<file path="config.mk">
export PLATFORM = sky130hd
export DESIGN_NAME = mdns_response_field_extractor
export DESIGN_NICKNAME = d
export VERILOG_FILES = /design/src/rtl/mdnsfe_pkg.sv /design/src/rtl/mdnsfe_ram.sv /design/src/rtl/mdnsfe_front.sv /design/src/rtl/mdnsfe_queue.sv /design/src/rtl/mdnsfe_back.sv /design/src/rtl/mdns_response_field_extractor.sv
export VERILOG_INCLUDE_DIRS = /design/src /design/src/rtl
export SDC_FILE = /design/constraint.sdc
export NUM_CORES = 2
export LEC_CHECK = 0
export BUFFER_PORTS_ARGS = -buffer_cell sky130_fd_sc_hd__buf_2
export CORE_MARGIN = 8
export CORE_UTILIZATION = 63
export CTS_CLUSTER_SIZE = 24
export DETAILED_ROUTE_END_ITERATION = 6
export PLACE_DENSITY = 0.79
export RECOVER_POWER = 100
export SLEW_MARGIN = 20
export SYNTH_ARGS = -nofsm -noshare
export SYNTH_HDL_FRONTEND = slang
export SYNTH_SLANG_ARGS = --single-unit
</file>
<file path="constraint.sdc">
create_clock -name clk -period 6.85 [get_ports clk]
set_clock_uncertainty 0.15 [all_clocks]
set_input_delay 1.0275 -clock clk [delete_from_list [all_inputs] [get_ports clk]]
set_output_delay 1.0275 -clock clk [all_outputs]
set_load 0.05 [all_outputs]
</file>
<file path="src/rtl/mdns_response_field_extractor_macros.svh">
// Assertion macros for the mDNS response field extractor.
// No dependencies; included by the modules that carry assertions.
`ifndef MDNS_RESPONSE_FIELD_EXTRACTOR_MACROS_SVH
`define MDNS_RESPONSE_FIELD_EXTRACTOR_MACROS_SVH
`ifndef ASSERT_OFF
`define MDNSFE_ASSERT_NEVER(label, clk, rstn, cond) \
	label: assert property (@(posedge clk) disable iff (!rstn) !(cond)) \
		else $error("mdnsfe: forbidden condition seen");
`define MDNSFE_ASSERT_IMPL(label, clk, rstn, prop) \
	label: assert property (@(posedge clk) disable iff (!rstn) prop) \
		else $error("mdnsfe: property failed");
`else
`define MDNSFE_ASSERT_NEVER(label, clk, rstn, cond)
`define MDNSFE_ASSERT_IMPL(label, clk, rstn, prop)
`endif
`endif

</file>
<file path="src/rtl/mdnsfe_pkg.sv">
// Shared constants, types and helpers of the mDNS response field extractor.
// No dependencies.
package mdnsfe_pkg;
	localparam int MAX_PACKET_BYTES = 512;
	localparam int NAME_CAPACITY    = 32;
	localparam int OFF_W            = $clog2(MAX_PACKET_BYTES + 1);
	localparam int POS_W            = 17;
	localparam int NAME_LEN_W       = 5;
	localparam int NAME_MAX         = (NAME_CAPACITY - 1 < 31) ? NAME_CAPACITY - 1 : 31;
	localparam int BUF_COUNT        = 8;
	localparam int BUF_ID_W         = $clog2(BUF_COUNT);
	localparam int NAME_RAM_DEPTH   = BUF_COUNT * (2 ** NAME_LEN_W);
	localparam int NAME_RAM_AW      = $clog2(NAME_RAM_DEPTH);
	localparam int HEADER_BYTES     = 12;
	localparam int KEY_LEN          = 5;

	localparam logic [15:0] TYPE_A   = 16'h0001;
	localparam logic [15:0] TYPE_TXT = 16'h0010;
	localparam logic [15:0] TYPE_SRV = 16'h0021;
	localparam logic [7:0]  PTR_MARK = 8'hC0;

	typedef struct packed {
		logic                  found;
		logic [15:0]           port;
		logic [31:0]           addr;
		logic [NAME_LEN_W-1:0] name_len;
		logic [BUF_ID_W-1:0]   buf_id;
	} result_desc_t;

	typedef struct packed {
		logic                   we;
		logic [NAME_RAM_AW-1:0] addr;
		logic [7:0]             data;
	} name_wr_t;

	typedef struct packed {
		logic                   re;
		logic [NAME_RAM_AW-1:0] addr;
	} name_rd_t;

	// Characters of the "name=" key of a TXT entry.
	function automatic logic [7:0] key_char(input logic [2:0] i);
		logic [7:0] c;
		case (i)
			3'd0: c = 8'h6E;
			3'd1: c = 8'h61;
			3'd2: c = 8'h6D;
			3'd3: c = 8'h65;
			3'd4: c = 8'h3D;
			default: c = 8'h00;
		endcase
		return c;
	endfunction
endpackage

</file>
<file path="src/rtl/mdnsfe_ram.sv">
// Generic simple dual-port RAM, one write and one registered read port.
// No dependencies.
module mdnsfe_ram #(
	parameter int WIDTH = 8,
	parameter int DEPTH = 256
) (
	input  logic                     clk,
	input  logic                     we,
	input  logic [$clog2(DEPTH)-1:0] waddr,
	input  logic [WIDTH-1:0]         wdata,
	input  logic                     re,
	input  logic [$clog2(DEPTH)-1:0] raddr,
	output logic [WIDTH-1:0]         rdata
);
	logic [WIDTH-1:0] mem_q [DEPTH];

	always_ff @(posedge clk) begin
		if (we) begin
			mem_q[waddr] <= wdata;
		end
		if (re) begin
			rdata <= mem_q[raddr];
		end
	end
endmodule

</file>
<file path="src/rtl/mdnsfe_front.sv">
// Front end: parses the packet byte stream on the fly and builds one result request per packet.
// Depends on mdnsfe_pkg and the assertion macro header.
`include "mdns_response_field_extractor_macros.svh"
module mdnsfe_front
	import mdnsfe_pkg::*;
(
	input  logic                 clk,
	input  logic                 arst_n,
	input  logic                 s_tvalid,
	output logic                 s_tready,
	input  logic [7:0]           s_tdata,
	input  logic                 s_tlast,
	output logic                 push,
	output result_desc_t         push_desc,
	input  logic                 q_full,
	input  logic [BUF_COUNT-1:0] q_busy,
	output name_wr_t             name_wr
);
	typedef enum logic [2:0] {
		PH_HDR, PH_QNAME, PH_RNAME, PH_RHDR, PH_RDATA, PH_DEAD
	} phase_t;

	phase_t                phase_q;
	logic [OFF_W-1:0]      off_q;
	logic [POS_W-1:0]      target_q;
	logic                  resp_q;
	logic [15:0]           qd_q;
	logic [15:0]           an_q;
	logic [7:0]            ar_hi_q;
	logic [15:0]           questions_left_q;
	logic [16:0]           records_left_q;
	logic [9:0]            idx_q;
	logic [15:0]           rtype_q;
	logic [15:0]           rdlen_q;
	logic [POS_W-1:0]      rec_end_q;
	logic [31:0]           pval_q;
	logic                  txt_on_q;
	logic [POS_W-1:0]      ent_next_q;
	logic [7:0]            ent_n_q;
	logic [7:0]            ent_p_q;
	logic                  pre_ok_q;
	logic                  fp_q, fa_q;
	logic [15:0]           port_q;
	logic [31:0]           addr_q;
	logic                  cand_v_q;
	logic [BUF_ID_W-1:0]   cand_id_q;
	logic [NAME_LEN_W-1:0] cand_len_q;
	logic [BUF_ID_W-1:0]   kept_id_q;
	logic [NAME_LEN_W-1:0] kept_len_q;
	logic [BUF_ID_W-1:0]   w_id_q;

	logic                  acc, hit, is_ptr;
	logic [POS_W-1:0]      o17, nxt1, lbl, ent_end, rec_end_new;
	logic [16:0]           total;
	logic [15:0]           rdlen_new;
	logic                  rd_last, ent_len_byte, ent_data, ent_match, rec_commit;
	logic                  srv_ok, a_ok;
	logic [31:0]           pv_new;
	logic [7:0]            name_off, cut_raw;
	logic [NAME_LEN_W-1:0] name_cut;
	logic                  cv_n, fp_n, fa_n;
	logic [BUF_ID_W-1:0]   cid_n, kid_n, new_w;
	logic [NAME_LEN_W-1:0] clen_n, klen_n;
	logic [15:0]           port_n;
	logic [31:0]           addr_n;
	logic [BUF_COUNT-1:0]  busy;

	assign s_tready = !q_full;
	assign acc      = s_tvalid && s_tready;
	assign o17      = POS_W'(off_q);
	assign hit      = acc && (off_q < OFF_W'(MAX_PACKET_BYTES)) && (o17 == target_q)
		&& (phase_q != PH_DEAD);
	assign nxt1     = o17 + POS_W'(1);
	assign lbl      = o17 + POS_W'(s_tdata) + POS_W'(1);
	assign is_ptr   = (s_tdata & PTR_MARK) == PTR_MARK;
	assign ent_end  = lbl;
	assign total    = 17'(an_q) + 17'({ar_hi_q, s_tdata});
	assign rdlen_new   = {rdlen_q[15:8], s_tdata};
	assign rec_end_new = nxt1 + POS_W'(rdlen_new);

	assign rd_last      = nxt1 == rec_end_q;
	assign ent_len_byte = txt_on_q && (o17 == ent_next_q);
	assign ent_data     = txt_on_q && !ent_len_byte;
	assign ent_match    = hit && (phase_q == PH_RDATA) && ent_data && (nxt1 == ent_next_q)
		&& pre_ok_q && (ent_n_q > 8'(KEY_LEN));
	assign rec_commit   = hit && (phase_q == PH_RDATA) && rd_last;
	assign srv_ok       = (rtype_q == TYPE_SRV) && (rdlen_q >= 16'd6);
	assign a_ok         = (rtype_q == TYPE_A) && (rdlen_q == 16'd4);
	assign name_off     = ent_p_q - 8'(KEY_LEN);
	assign cut_raw      = ent_n_q - 8'(KEY_LEN);
	assign name_cut     = (cut_raw > 8'(NAME_MAX)) ? NAME_LEN_W'(NAME_MAX)
		: cut_raw[NAME_LEN_W-1:0];

	always_comb begin
		pv_new = pval_q;
		if (rtype_q == TYPE_SRV) begin
			if (idx_q == 10'd4) pv_new[15:8] = s_tdata;
			if (idx_q == 10'd5) pv_new[7:0]  = s_tdata;
		end else if (rtype_q == TYPE_A) begin
			pv_new = {pval_q[23:0], s_tdata};
		end
	end

	// Results as they stand after this byte
	always_comb begin
		cv_n   = ent_match ? 1'b1 : cand_v_q;
		cid_n  = ent_match ? w_id_q : cand_id_q;
		clen_n = ent_match ? name_cut : cand_len_q;
		port_n = (rec_commit && srv_ok) ? pv_new[15:0] : port_q;
		fp_n   = (rec_commit && srv_ok) ? 1'b1 : fp_q;
		addr_n = (rec_commit && a_ok) ? pv_new : addr_q;
		fa_n   = (rec_commit && a_ok) ? 1'b1 : fa_q;
		klen_n = (rec_commit && cv_n) ? clen_n : kept_len_q;
		kid_n  = (rec_commit && cv_n) ? cid_n : kept_id_q;
	end

	// Pick a name buffer that nobody holds
	always_comb begin
		busy = q_busy;
		busy[w_id_q] = 1'b1;
		if (cand_v_q) busy[cand_id_q] = 1'b1;
		if (kept_len_q != '0) busy[kept_id_q] = 1'b1;
		new_w = w_id_q;
		for (int i = BUF_COUNT - 1; i >= 0; i--) begin
			if (!busy[i]) new_w = BUF_ID_W'(i);
		end
	end

	always_comb begin
		name_wr.we   = hit && (phase_q == PH_RDATA) && ent_data
			&& (ent_p_q >= 8'(KEY_LEN)) && (name_off < 8'(NAME_MAX));
		name_wr.addr = {w_id_q, name_off[NAME_LEN_W-1:0]};
		name_wr.data = s_tdata;
	end

	assign push      = acc && s_tlast;
	assign push_desc = '{found: fp_n && fa_n, port: port_n, addr: addr_n,
		name_len: klen_n, buf_id: kid_n};

	always_ff @(posedge clk or negedge arst_n) begin
		if (!arst_n) begin
			phase_q          <= PH_HDR;
			off_q            <= '0;
			target_q         <= '0;
			resp_q           <= 1'b0;
			qd_q             <= '0;
			an_q             <= '0;
			ar_hi_q          <= '0;
			questions_left_q <= '0;
			records_left_q   <= '0;
			idx_q            <= '0;
			rtype_q          <= '0;
			rdlen_q          <= '0;
			rec_end_q        <= '0;
			pval_q           <= '0;
			txt_on_q         <= 1'b0;
			ent_next_q       <= '0;
			ent_n_q          <= '0;
			ent_p_q          <= '0;
			pre_ok_q         <= 1'b0;
			fp_q             <= 1'b0;
			fa_q             <= 1'b0;
			port_q           <= '0;
			addr_q           <= '0;
			cand_v_q         <= 1'b0;
			cand_id_q        <= '0;
			cand_len_q       <= '0;
			kept_id_q        <= '0;
			kept_len_q       <= '0;
			w_id_q           <= '0;
		end else begin
			if (acc && (off_q < OFF_W'(MAX_PACKET_BYTES))) begin
				off_q <= off_q + OFF_W'(1);
			end
			if (hit) begin
				unique case (phase_q)
					PH_HDR: begin
						target_q <= nxt1;
						case (off_q[3:0])
							4'd2:  resp_q        <= s_tdata[7];
							4'd4:  qd_q[15:8]    <= s_tdata;
							4'd5:  qd_q[7:0]     <= s_tdata;
							4'd6:  an_q[15:8]    <= s_tdata;
							4'd7:  an_q[7:0]     <= s_tdata;
							4'd10: ar_hi_q       <= s_tdata;
							default: ;
						endcase
						if (o17 == POS_W'(HEADER_BYTES - 1)) begin
							records_left_q   <= total;
							questions_left_q <= qd_q;
							if (!resp_q || total == '0) phase_q <= PH_DEAD;
							else if (qd_q == '0)        phase_q <= PH_RNAME;
							else                        phase_q <= PH_QNAME;
						end
					end
					PH_QNAME: begin
						if (s_tdata == 8'd0 || is_ptr) begin
							// name end plus type and class
							target_q <= (s_tdata == 8'd0) ? o17 + POS_W'(5) : o17 + POS_W'(6);
							questions_left_q <= questions_left_q - 16'd1;
							if (questions_left_q == 16'd1) phase_q <= PH_RNAME;
						end else begin
							target_q <= lbl;
						end
					end
					PH_RNAME: begin
						idx_q <= '0;
						if (s_tdata == 8'd0) begin
							target_q <= nxt1;
							phase_q  <= PH_RHDR;
						end else if (is_ptr) begin
							target_q <= o17 + POS_W'(2);
							phase_q  <= PH_RHDR;
						end else begin
							target_q <= lbl;
						end
					end
					PH_RHDR: begin
						target_q <= nxt1;
						idx_q    <= idx_q + 10'd1;
						case (idx_q[3:0])
							4'd0: rtype_q[15:8] <= s_tdata;
							4'd1: rtype_q[7:0]  <= s_tdata;
							4'd8: rdlen_q[15:8] <= s_tdata;
							default: ;
						endcase
						if (idx_q == 10'd9) begin
							rdlen_q    <= rdlen_new;
							rec_end_q  <= rec_end_new;
							idx_q      <= '0;
							pval_q     <= '0;
							txt_on_q   <= (rtype_q == TYPE_TXT) && (rdlen_new > 16'd1);
							ent_next_q <= nxt1;
							if (rdlen_new == '0) begin
								records_left_q <= records_left_q - 17'd1;
								cand_v_q       <= 1'b0;
								phase_q <= (records_left_q == 17'd1) ? PH_DEAD : PH_RNAME;
							end else begin
								phase_q <= PH_RDATA;
							end
						end
					end
					PH_RDATA: begin
						target_q <= nxt1;
						idx_q    <= idx_q + 10'd1;
						pval_q   <= pv_new;
						if (ent_len_byte) begin
							if (ent_end > rec_end_q) begin
								txt_on_q <= 1'b0;
							end else begin
								ent_n_q    <= s_tdata;
								ent_p_q    <= '0;
								pre_ok_q   <= 1'b1;
								ent_next_q <= ent_end;
							end
						end else if (ent_data) begin
							ent_p_q <= ent_p_q + 8'd1;
							if (ent_p_q < 8'(KEY_LEN)) begin
								pre_ok_q <= pre_ok_q && (s_tdata == key_char(ent_p_q[2:0]));
							end
						end
						cand_v_q   <= cv_n;
						cand_id_q  <= cid_n;
						cand_len_q <= clen_n;
						if (ent_match) w_id_q <= new_w;
						if (rd_last) begin
							port_q         <= port_n;
							fp_q           <= fp_n;
							addr_q         <= addr_n;
							fa_q           <= fa_n;
							kept_len_q     <= klen_n;
							kept_id_q      <= kid_n;
							cand_v_q       <= 1'b0;
							txt_on_q       <= 1'b0;
							records_left_q <= records_left_q - 17'd1;
							phase_q <= (records_left_q == 17'd1) ? PH_DEAD : PH_RNAME;
						end
					end
					PH_DEAD: ;
					default: ;
				endcase
			end
			// Packet end: restart for the next packet
			if (push) begin
				phase_q    <= PH_HDR;
				off_q      <= '0;
				target_q   <= '0;
				resp_q     <= 1'b0;
				txt_on_q   <= 1'b0;
				fp_q       <= 1'b0;
				fa_q       <= 1'b0;
				port_q     <= '0;
				addr_q     <= '0;
				cand_v_q   <= 1'b0;
				kept_len_q <= '0;
			end
		end
	end

	`MDNSFE_ASSERT_NEVER(a_push_full, clk, arst_n, push && q_full)
	`MDNSFE_ASSERT_NEVER(a_wr_queued_buf, clk, arst_n, name_wr.we && q_busy[w_id_q])
	`MDNSFE_ASSERT_NEVER(a_entry_in_record, clk, arst_n,
		txt_on_q && (phase_q == PH_RDATA) && (ent_next_q > rec_end_q))
endmodule

</file>
<file path="src/rtl/mdnsfe_queue.sv">
// Two-entry request queue between the parser front end and the result back end.
// Depends on mdnsfe_pkg.
module mdnsfe_queue
	import mdnsfe_pkg::*;
(
	input  logic                 clk,
	input  logic                 arst_n,
	input  logic                 push,
	input  result_desc_t         push_desc,
	output logic                 full,
	output logic [BUF_COUNT-1:0] busy,
	output result_desc_t         head,
	output logic                 head_valid,
	input  logic                 pop
);
	result_desc_t ent_q [2];
	logic [1:0]   vld_q;
	logic         wr_ptr_q, rd_ptr_q;

	assign full       = &vld_q;
	assign head       = ent_q[rd_ptr_q];
	assign head_valid = vld_q[rd_ptr_q];

	// Name buffers still referenced by queued requests
	always_comb begin
		busy = '0;
		for (int i = 0; i < 2; i++) begin
			if (vld_q[i] && ent_q[i].name_len != '0) busy[ent_q[i].buf_id] = 1'b1;
		end
	end

	always_ff @(posedge clk or negedge arst_n) begin
		if (!arst_n) begin
			vld_q    <= '0;
			wr_ptr_q <= 1'b0;
			rd_ptr_q <= 1'b0;
		end else begin
			if (pop) begin
				vld_q[rd_ptr_q] <= 1'b0;
				rd_ptr_q        <= !rd_ptr_q;
			end
			if (push) begin
				vld_q[wr_ptr_q] <= 1'b1;
				wr_ptr_q        <= !wr_ptr_q;
			end
		end
	end

	always_ff @(posedge clk) begin
		if (push) begin
			ent_q[wr_ptr_q] <= push_desc;
		end
	end
endmodule

</file>
<file path="src/rtl/mdnsfe_back.sv">
// Back end: expands each request into a run of result items, reading name bytes from RAM.
// Depends on mdnsfe_pkg and the assertion macro header.
`include "mdns_response_field_extractor_macros.svh"
module mdnsfe_back
	import mdnsfe_pkg::*;
(
	input  logic         clk,
	input  logic         arst_n,
	input  result_desc_t head,
	input  logic         head_valid,
	output logic         pop,
	output name_rd_t     name_rd,
	input  logic [7:0]   rd_data,
	output logic         m_tvalid,
	input  logic         m_tready,
	output logic [63:0]  m_tdata,
	output logic         m_tlast
);
	logic [NAME_LEN_W-1:0] k_q;
	logic [NAME_LEN_W-1:0] runlen;
	logic                  last_item, issue, out_free;
	logic                  rd_s1_q, last_s1;
	result_desc_t          desc_s1;
	logic                  m_tvalid_q;

	assign runlen    = (head.name_len == '0) ? NAME_LEN_W'(1) : head.name_len;
	assign last_item = ({1'b0, k_q} + 6'd1) == {1'b0, runlen};
	assign out_free  = !m_tvalid_q || m_tready;
	assign issue     = head_valid && (!rd_s1_q || out_free);
	assign pop       = issue && last_item;
	assign m_tvalid  = m_tvalid_q;

	always_comb begin
		name_rd.re   = issue;
		name_rd.addr = {head.buf_id, k_q};
	end

	always_ff @(posedge clk or negedge arst_n) begin
		if (!arst_n) begin
			k_q        <= '0;
			rd_s1_q    <= 1'b0;
			m_tvalid_q <= 1'b0;
		end else begin
			if (issue) begin
				k_q <= last_item ? '0 : k_q + NAME_LEN_W'(1);
			end
			rd_s1_q <= issue || (rd_s1_q && !out_free);
			if (rd_s1_q && out_free) begin
				m_tvalid_q <= 1'b1;
			end else if (m_tready) begin
				m_tvalid_q <= 1'b0;
			end
		end
	end

	always_ff @(posedge clk) begin
		if (issue) begin
			desc_s1 <= head;
			last_s1 <= last_item;
		end
		if (rd_s1_q && out_free) begin
			m_tdata <= {2'b00, (desc_s1.name_len != '0) ? rd_data : 8'h00, desc_s1.name_len,
				desc_s1.addr, desc_s1.port, desc_s1.found};
			m_tlast <= last_s1;
		end
	end

	`MDNSFE_ASSERT_NEVER(a_pop_empty, clk, arst_n, pop && !head_valid)
	`MDNSFE_ASSERT_NEVER(a_index_range, clk, arst_n, head_valid && (k_q >= runlen))
	`MDNSFE_ASSERT_IMPL(a_hold_read, clk, arst_n, rd_s1_q && !out_free |=> rd_s1_q)
endmodule

</file>
<file path="src/rtl/mdns_response_field_extractor.sv">
// Top level of the mDNS response field extractor: parser front end, request queue,
// result back end and the name buffer RAM. Depends on mdnsfe_pkg and all mdnsfe_* modules.
//
//   channel | dir | payload
//   s_*     | in  | tdata[7:0] data_byte, tlast last_byte
//   m_*     | out | tdata found, service_port, ipv4_address, name_length, name_char; tlast run_end
//
// One packet byte per cycle is taken; bytes are parsed as they stream past.
// At the last byte a request is queued; the back end emits one item per cycle while m_tready is high,
// max(name_length, 1) items, reading one name byte a cycle from the buffer RAM.
// Input stalls only while two result requests are already queued.
// Asynchronous reset clears all control state; no clearing pass is needed.
module mdns_response_field_extractor
	import mdnsfe_pkg::*;
(
	input  logic        clk,
	input  logic        arst_n,
	input  logic        s_tvalid,
	output logic        s_tready,
	input  logic [7:0]  s_tdata,  // [7:0] data_byte
	input  logic        s_tlast,
	output logic        m_tvalid,
	input  logic        m_tready,
	output logic [63:0] m_tdata,  // [0] found, [16:1] service_port, [48:17] ipv4_address,
	                              // [53:49] name_length, [61:54] name_char, [63:62] zero
	output logic        m_tlast
);
	logic                 push, q_full, head_valid, pop;
	result_desc_t         push_desc, head;
	logic [BUF_COUNT-1:0] q_busy;
	name_wr_t             name_wr;
	name_rd_t             name_rd;
	logic [7:0]           rd_data;

	mdnsfe_front u_front (
		.clk       (clk),
		.arst_n    (arst_n),
		.s_tvalid  (s_tvalid),
		.s_tready  (s_tready),
		.s_tdata   (s_tdata),
		.s_tlast   (s_tlast),
		.push      (push),
		.push_desc (push_desc),
		.q_full    (q_full),
		.q_busy    (q_busy),
		.name_wr   (name_wr)
	);

	mdnsfe_queue u_queue (
		.clk        (clk),
		.arst_n     (arst_n),
		.push       (push),
		.push_desc  (push_desc),
		.full       (q_full),
		.busy       (q_busy),
		.head       (head),
		.head_valid (head_valid),
		.pop        (pop)
	);

	mdnsfe_ram #(
		.WIDTH (8),
		.DEPTH (NAME_RAM_DEPTH)
	) u_name_ram (
		.clk   (clk),
		.we    (name_wr.we),
		.waddr (name_wr.addr),
		.wdata (name_wr.data),
		.re    (name_rd.re),
		.raddr (name_rd.addr),
		.rdata (rd_data)
	);

	mdnsfe_back u_back (
		.clk        (clk),
		.arst_n     (arst_n),
		.head       (head),
		.head_valid (head_valid),
		.pop        (pop),
		.name_rd    (name_rd),
		.rd_data    (rd_data),
		.m_tvalid   (m_tvalid),
		.m_tready   (m_tready),
		.m_tdata    (m_tdata),
		.m_tlast    (m_tlast)
	);
endmodule

</file>
# Yosys cells after proc, flatten, opt, wreduce, memory -nomap -nowiden
# Memories as Yosys holds them, arrays and structs flattened. A register that Yosys moved wholly into a read port is not among the register bits.
# Cells that the tools add are included.
# totals
register_bits	429
mem_bits_ro	0
memories	2
latchBits	0
wordCells	397
ramBits	2162
# mem_list
memory	depth	width	read_ports	rd_ports_with_merged_regs	wr	line_no	text
u_name_ram.mem_q	256	8	1	1	1	mdnsfe_ram.sv:15	logic [WIDTH-1:0] mem_q [DEPTH];
u_queue.ent_q	2	57	3	0	1	mdnsfe_queue.sv:16	result_desc_t ent_q [2];
# op_classes
div_mod_pow	0
shifts	0
add_sub_neg	17
reduce_logical	105
mul	0
n_mux	142
magnitude_cmp	23
bitwise_logic	9
eq_ne	52
# ops
cell	count
2-to-1 mux 32 bit	7
2-to-1 mux 17 bit	13
2-to-1 mux 16 bit	9
2-to-1 mux 8 bit	14
one-hot mux 17 bit (3 select lines)	2
2-to-1 mux 3 bit	22
one-hot mux 32 bit (2 select lines)	1
2-to-1 mux 1 bit	45
2-to-1 mux 5 bit	9
logical AND 1 bit	36
AND reduction 3 bit	12
one-hot mux 7 bit (5 select lines)	1
equality test 10 x 17 -> 1 bit	2
equality test 17 bit	2
one-hot mux 17 bit (2 select lines)	1
equality test 16 x 1 -> 1 bit (second input constant)	2
logical NOT 16 bit	2
OR 8 bit	4
one-hot mux 16 bit (2 select lines)	1
2-to-1 mux 10 bit	3
one-hot mux 10 bit (3 select lines)	1
AND reduction 4 bit	6
adder 10 x 3 -> 11 bit (second input constant)	2
nonzero test 2 bit	11
74 further kinds	140

# Depth between registers and ports, before layout
# An unclocked memory read counts as a cell.
# logic_depth
ltp_word	21
depth_mapped	21
depth_no_buf	19

# Modules after synthesis
# A second synthesis with hierarchy kept.
# unflattened
cells_unflattened	6131
hier_area_um2	106399.5
# by_module_without_submodules
module	area_per_inst_um2	n_inst	cells_per_inst
mdnsfe_ram	79636.4	1	3733
mdnsfe_front	18181.2	1	1994
mdnsfe_queue	4446.8	1	214
mdnsfe_back	4135.2	1	190

# Worst setup path after synthesis
# No wires, ideal clock.
# synth_path
kind	input-to-reg
from	in s_tdata[0]
to	reg u_front.ent_next_q[9]
setup_ps	124
cell_stages	16
arrival_time_ps	5038
n_path_buf	1
required_ps	6576
setup_slack_ps	1538
cell_sequence	ha_1 > fa_1 > a21o_1 > a21oi_1 > xnor2_1 > nand4b_1 > nor4b_1 > xnor2_1 > inv_1 > ha_1 > a211o_1 > o311a_1 > nor3_1 > o21ai_0 > clkbuf_1 > a211o_1
# synth_between
elab_chain_cells	5
# synth_rtl
element	line_no	text
from (decl)	mdns_response_field_extractor.sv:20	input logic [7:0] s_tdata,
adder 10 x 8 -> 11 bit (*)	mdnsfe_front.sv:74	assign lbl = o17 + POS_W'(s_tdata) + POS_W'(1);
adder 17 x 1 -> 17 bit (*)	mdnsfe_front.sv:74	
greater-than comparator 17 bit or 2-to-1 mux 17 bit (tied branches)	mdnsfe_front.sv:248	if (ent_end > rec_end_q) begin
inequality test 2 bit (no source line) or 2-to-1 mux 17 bit (tied branches)	n/a	
AND reduction 5 bit (no source line) or one-hot mux 17 bit (2 select lines) (tied branches)	n/a	
to (signal assigned)	mdnsfe_front.sv:233	ent_next_q <= nxt1;
to (signal assigned)	mdnsfe_front.sv:254	ent_next_q <= ent_end;
to (decl)	mdnsfe_front.sv:38	logic [POS_W-1:0] ent_next_q;
# Mark *: on every way between the ends. The rest lies on a longest branch, timed or not. The select of a mux whose other input is x is not followed.
# A chain may end at the register's enable or synchronous reset.

# Worst setup path in the final report
# layout_path
from	in s_tdata[2]
to	mem u_name_ram.mem_q[228][2], data pin
# layout_lines
element	line_no
to (decl)	mdnsfe_ram.sv:15
# Straight into the memory's write port.

==> flow_metrics.py <==
metrics = {
    "status": {
        "status": "complete, but fails checks",
        "violations": "DRC, capacitance limit, slew limit",
    },
    "routing": {
        "vias_per_cell": 6.994,
        "postRouteAntennaNets": 0,
        "wl_um": 279600,
        "vias": 58865,
        "drtPass1Iterations": 7,
        "wl_per_cell_um": 33.22,
        "drt_iter0_drc": 9140,
        "drc": 3,
    },
    "global_routing": {
        "grt_max_degree": 159,
        "grt_usage_pct": 30.74,
        "grt_pass1_wl_um": 407400,
        "antenna_found_initial": 11,
        "grt_pass1_vias": 58074,
        "grt_overflow_total": 0,
    },
    "setup_path": {
        "r2r_start": "u_queue.vld_q[1]$_DFF_PN0_",
        "crit_path_start_kind": "input pin",
        "ff2ff_path_depth": 11,
        "worstPathRequired_ns": 7.19,
        "cp-end-kind": "flop",
        "crit_fanout": 67,
        "crit_buf_inv": 5,
        "rr_endpoint": "u_name_ram.mem_q[14][0]$_DFFE_PP_",
        "slowest_delay_ns": 1.89,
        "regToRegSetupSlack_ns": 0.49,
        "slowest_stage": "clkbuf_1",
        "crit_chain": "clkbuf_1 -> clkbuf_1 -> buf_4 -> clkbuf_2 -> clkbuf_2",
        "worstSetupPathType": "in2reg",
        "path_delay_family": "buffers and inverters",
        "cp.arrival_ns": 6.91,
    },
    "synth": {
        "synthXorXnorAreaFrac_pct": 1.014,
        "synthArstFlopShare_pct": 11.63,
        "synth.area.top_cells": "edfxtp_1 (65%), mux4_2 (14%), dfrtp_1 (7.1%)",
        "synth_edf_count": 2288,
        "synth_top_area_cell": "edfxtp_1",
        "netlist_instances": 5695,
        "yosys-top-cells-count": "edfxtp_1 (2,288), mux4_2 (672), nor2_1 (400)",
        "synth_most_common_cell": "edfxtp_1",
        "synth-warning-count": 0,
        "ys_seq_elements": 2589,
        "syn_area_per_cell_um2": 18.60,
        "synth_top_area_share_pct": 64.84,
        "yosysSeqAreaShare_pct": 71.95,
        "synth_fa_ha_area_share_pct": 0.9542,
        "yosys.area_share.simple_pct": 4.816,
        "ys_types": 92,
        "synthMuxAreaShare_pct": 16.28,
        "netlist_area_um2": 106000,
        "synth_top_family_by_area": "multiplexers",
        "synth_compound_area_share_pct": 3.569,
        "synth_ff_type": "edfxtp_1",
    },
    "hold_path": {
        "holdPathEnd": "u_back.m_tdata[24]$_DFFE_PP_",
        "hp-start": "u_back.desc_s1[15]$_DFFE_PP_",
        "hold_depth": 0,
        "hp-class": "reg2reg",
    },
    "clocking": {
        "clk_latency_ns": 0.88,
        "clk_pin_slew_ns": 0.07,
        "clock-sinks": 2589,
        "postCtsSetupRepairBufs": 0,
        "root_buffer": "clkbuf_16",
        "numCtsBuffers": 236,
        "ctsResizeCount": 0,
        "htree_levels": 4,
        "hold_buffers": 1,
        "cts_tree": "done",
        "cts_max_path_buffers": 3,
    },
    "timing": {
        "final.period_utilization_pct": 95.85,
        "fmax_mhz": 152.3,
        "final_max_slew_viol_count": 1835,
        "hold_violations": 0,
        "setup_ws_ns": 0.2841,
        "setup_viol": 0,
        "rsz0062_at_grt": "false",
        "max_slew_margin_pct": -192.8,
        "tightest_slew_ns": 4.391,
        "post-route-min-period_ns": 6.566,
        "fin_tns_setup_ns": 0,
    },
    "power_and_ir_drop": {
        "p_switching_mw": 12.88,
        "internal_power_mw": 30.47,
        "clock_power_share_pct": 31.3,
        "vdd_ir_drop_max_v": 0.0003181,
        "power_density_nw_per_um2": 368.8,
        "switching_share_pct": 29.72,
        "seqPwrFrac_pct": 43.0,
        "finalPower_mw": 43.35,
        "combPwrFrac_pct": 25.7,
        "power_leakage_nw": 39.03,
    },
    "cells_and_area": {
        "drive_gt1_share_pct": 21.20,
        "n_fill_cell": 9739,
        "multi_input_area_um2": 28420,
        "seq_area_um2": 76250,
        "design_area_um2": 117500,
        "utilization_pct": 70.37,
        "nets": 6094,
        "areaGrowthSynthToFinish_pct": 10.93,
    },
    "placed_design": {
        "dp_hpwl_um": 161100,
        "dp_slack_ns": 0.6987,
        "placed_area_um2": 110400,
        "gp_congestion": 0.9701,
        "port_buffers": 77,
    },
    "run": {
        "cap_violations": 29,
    },
    "die": {
        "initial_core_util_pct": 63.43,
        "fp.dieH_um": 426.1,
        "ios": 80,
        "die_area_um2": 181600,
        "coreArea_um2": 167000,
        "rows": 150,
        "die_w_um": 426.1,
    },
}
[cell type report]
class / instances / share of cell area (%)
diodes: 5 / 0.01065
clock buffers: 285 / 5.268
clock inverters: 159 / 1.502
inverters: 72 / 0.2299
multi-input cells: 2783 / 24.18
flip-flops and latches: 2589 / 64.88
well taps: 2204 / 2.346
repair buffers: 320 / 1.583
[cell families after synthesis]
logic type      Yosys count
flops                  2589
simple gates           1068
mux                     864
compound gates          591
buf+inv                 389
xor+xnor                114
fa+ha+maj                79
other cells               1
[registers in the layout, indices dropped and copies added, names as in the netlist, 17 cells and up]
| name | cells |
|---|---|
| u_name_ram.mem_q | 2048 |
| u_queue.ent_q | 114 |
| u_back.m_tdata | 62 |
| u_back.desc_s1 | 54 |
| u_front.addr_q | 32 |
| u_front.pval_q | 32 |
| u_front.rec_end_q | 17 |
| u_front.records_left_q | 17 |
[layout by cell type, fill, tap and decap left out, types with 66 or more instances in the layout]
master / netlist / layout
mux2_2: 151 / 110
mux4_2: 672 / 672
xnor2_1: 66 / 66
inv_1: 71 / 71
clkbuf_1: 231 / 238
o21ai_0: 217 / 219
nand2_1: 266 / 254
clkbuf_16: 0 / 238
buf_4: 2 / 89
a21oi_1: 110 / 109
nor2_1: 400 / 408
conb_1: 1 / 67
dfrtp_1: 301 / 296
edfxtp_1: 2288 / 2288
ha_1: 76 / 76
[worst max-delay path by stage]
stage,startpoint,endpoint,cells after the start
after floorplan,s_tdata[0],u_front.ent_next_q[9]$_DFFE_PN0P_,16
after global placement,s_tdata[0],u_front.ent_p_q[6]$_DFFE_PN0P_,19
after detailed placement,s_tdata[0],u_front.ent_p_q[6]$_DFFE_PN0P_,19
after CTS,u_front.off_q[1]$_DFFE_PN0P_,u_front.ent_next_q[9]$_DFFE_PN0P_,17
after global routing,u_queue.vld_q[1]$_DFF_PN0_,u_name_ram.mem_q[160][1]$_DFFE_PP_,11
final,s_tdata[2],u_name_ram.mem_q[228][2]$_DFFE_PP_,5
[layer usage]
| metal | up-vias | part of all wire, % | routed length, um | track usage, % |
|---|---|---|---|---|
| met3 | 649 | 11 | 30770 | 5.823 |
| met2 | 4465 | 49 | 135700 | 49.03 |
| met1 | 30276 | 36 | 101200 | 43.26 |
| met5 | - | 0.018 | 50 | 0 |
| met4 | 8 | 4.2 | 11840 | 11.11 |
| li1 | 23467 | - | - | - |
[per-stage QoR]
stage	std cells	hold WS, ns
floorplan	5761	0.2503
global placement	7967	0.2527
detailed placement	7967	0.2545
CTS	8412	0.2647
global route	8413	0.2699
finish	8417	0.2650
[power groups by stage]
| stage | combinational, mW | clock [mW] | sequential, mW |
|---|---|---|---|
| 2_1_floorplan | 7.35 | 0 | 19.0 |
| 3_3_place_gp | 10.8 | 0 | 18.9 |
| 3_5_place_dp | 11.0 | 0 | 18.9 |
| 4_1_cts | 11.2 | 13.7 | 18.6 |
| 5_1_grt | 11.6 | 14.2 | 18.7 |
| 6_report | 11.1 | 13.6 | 18.6 |
Note: power is estimated with default switching activity, not from simulation.
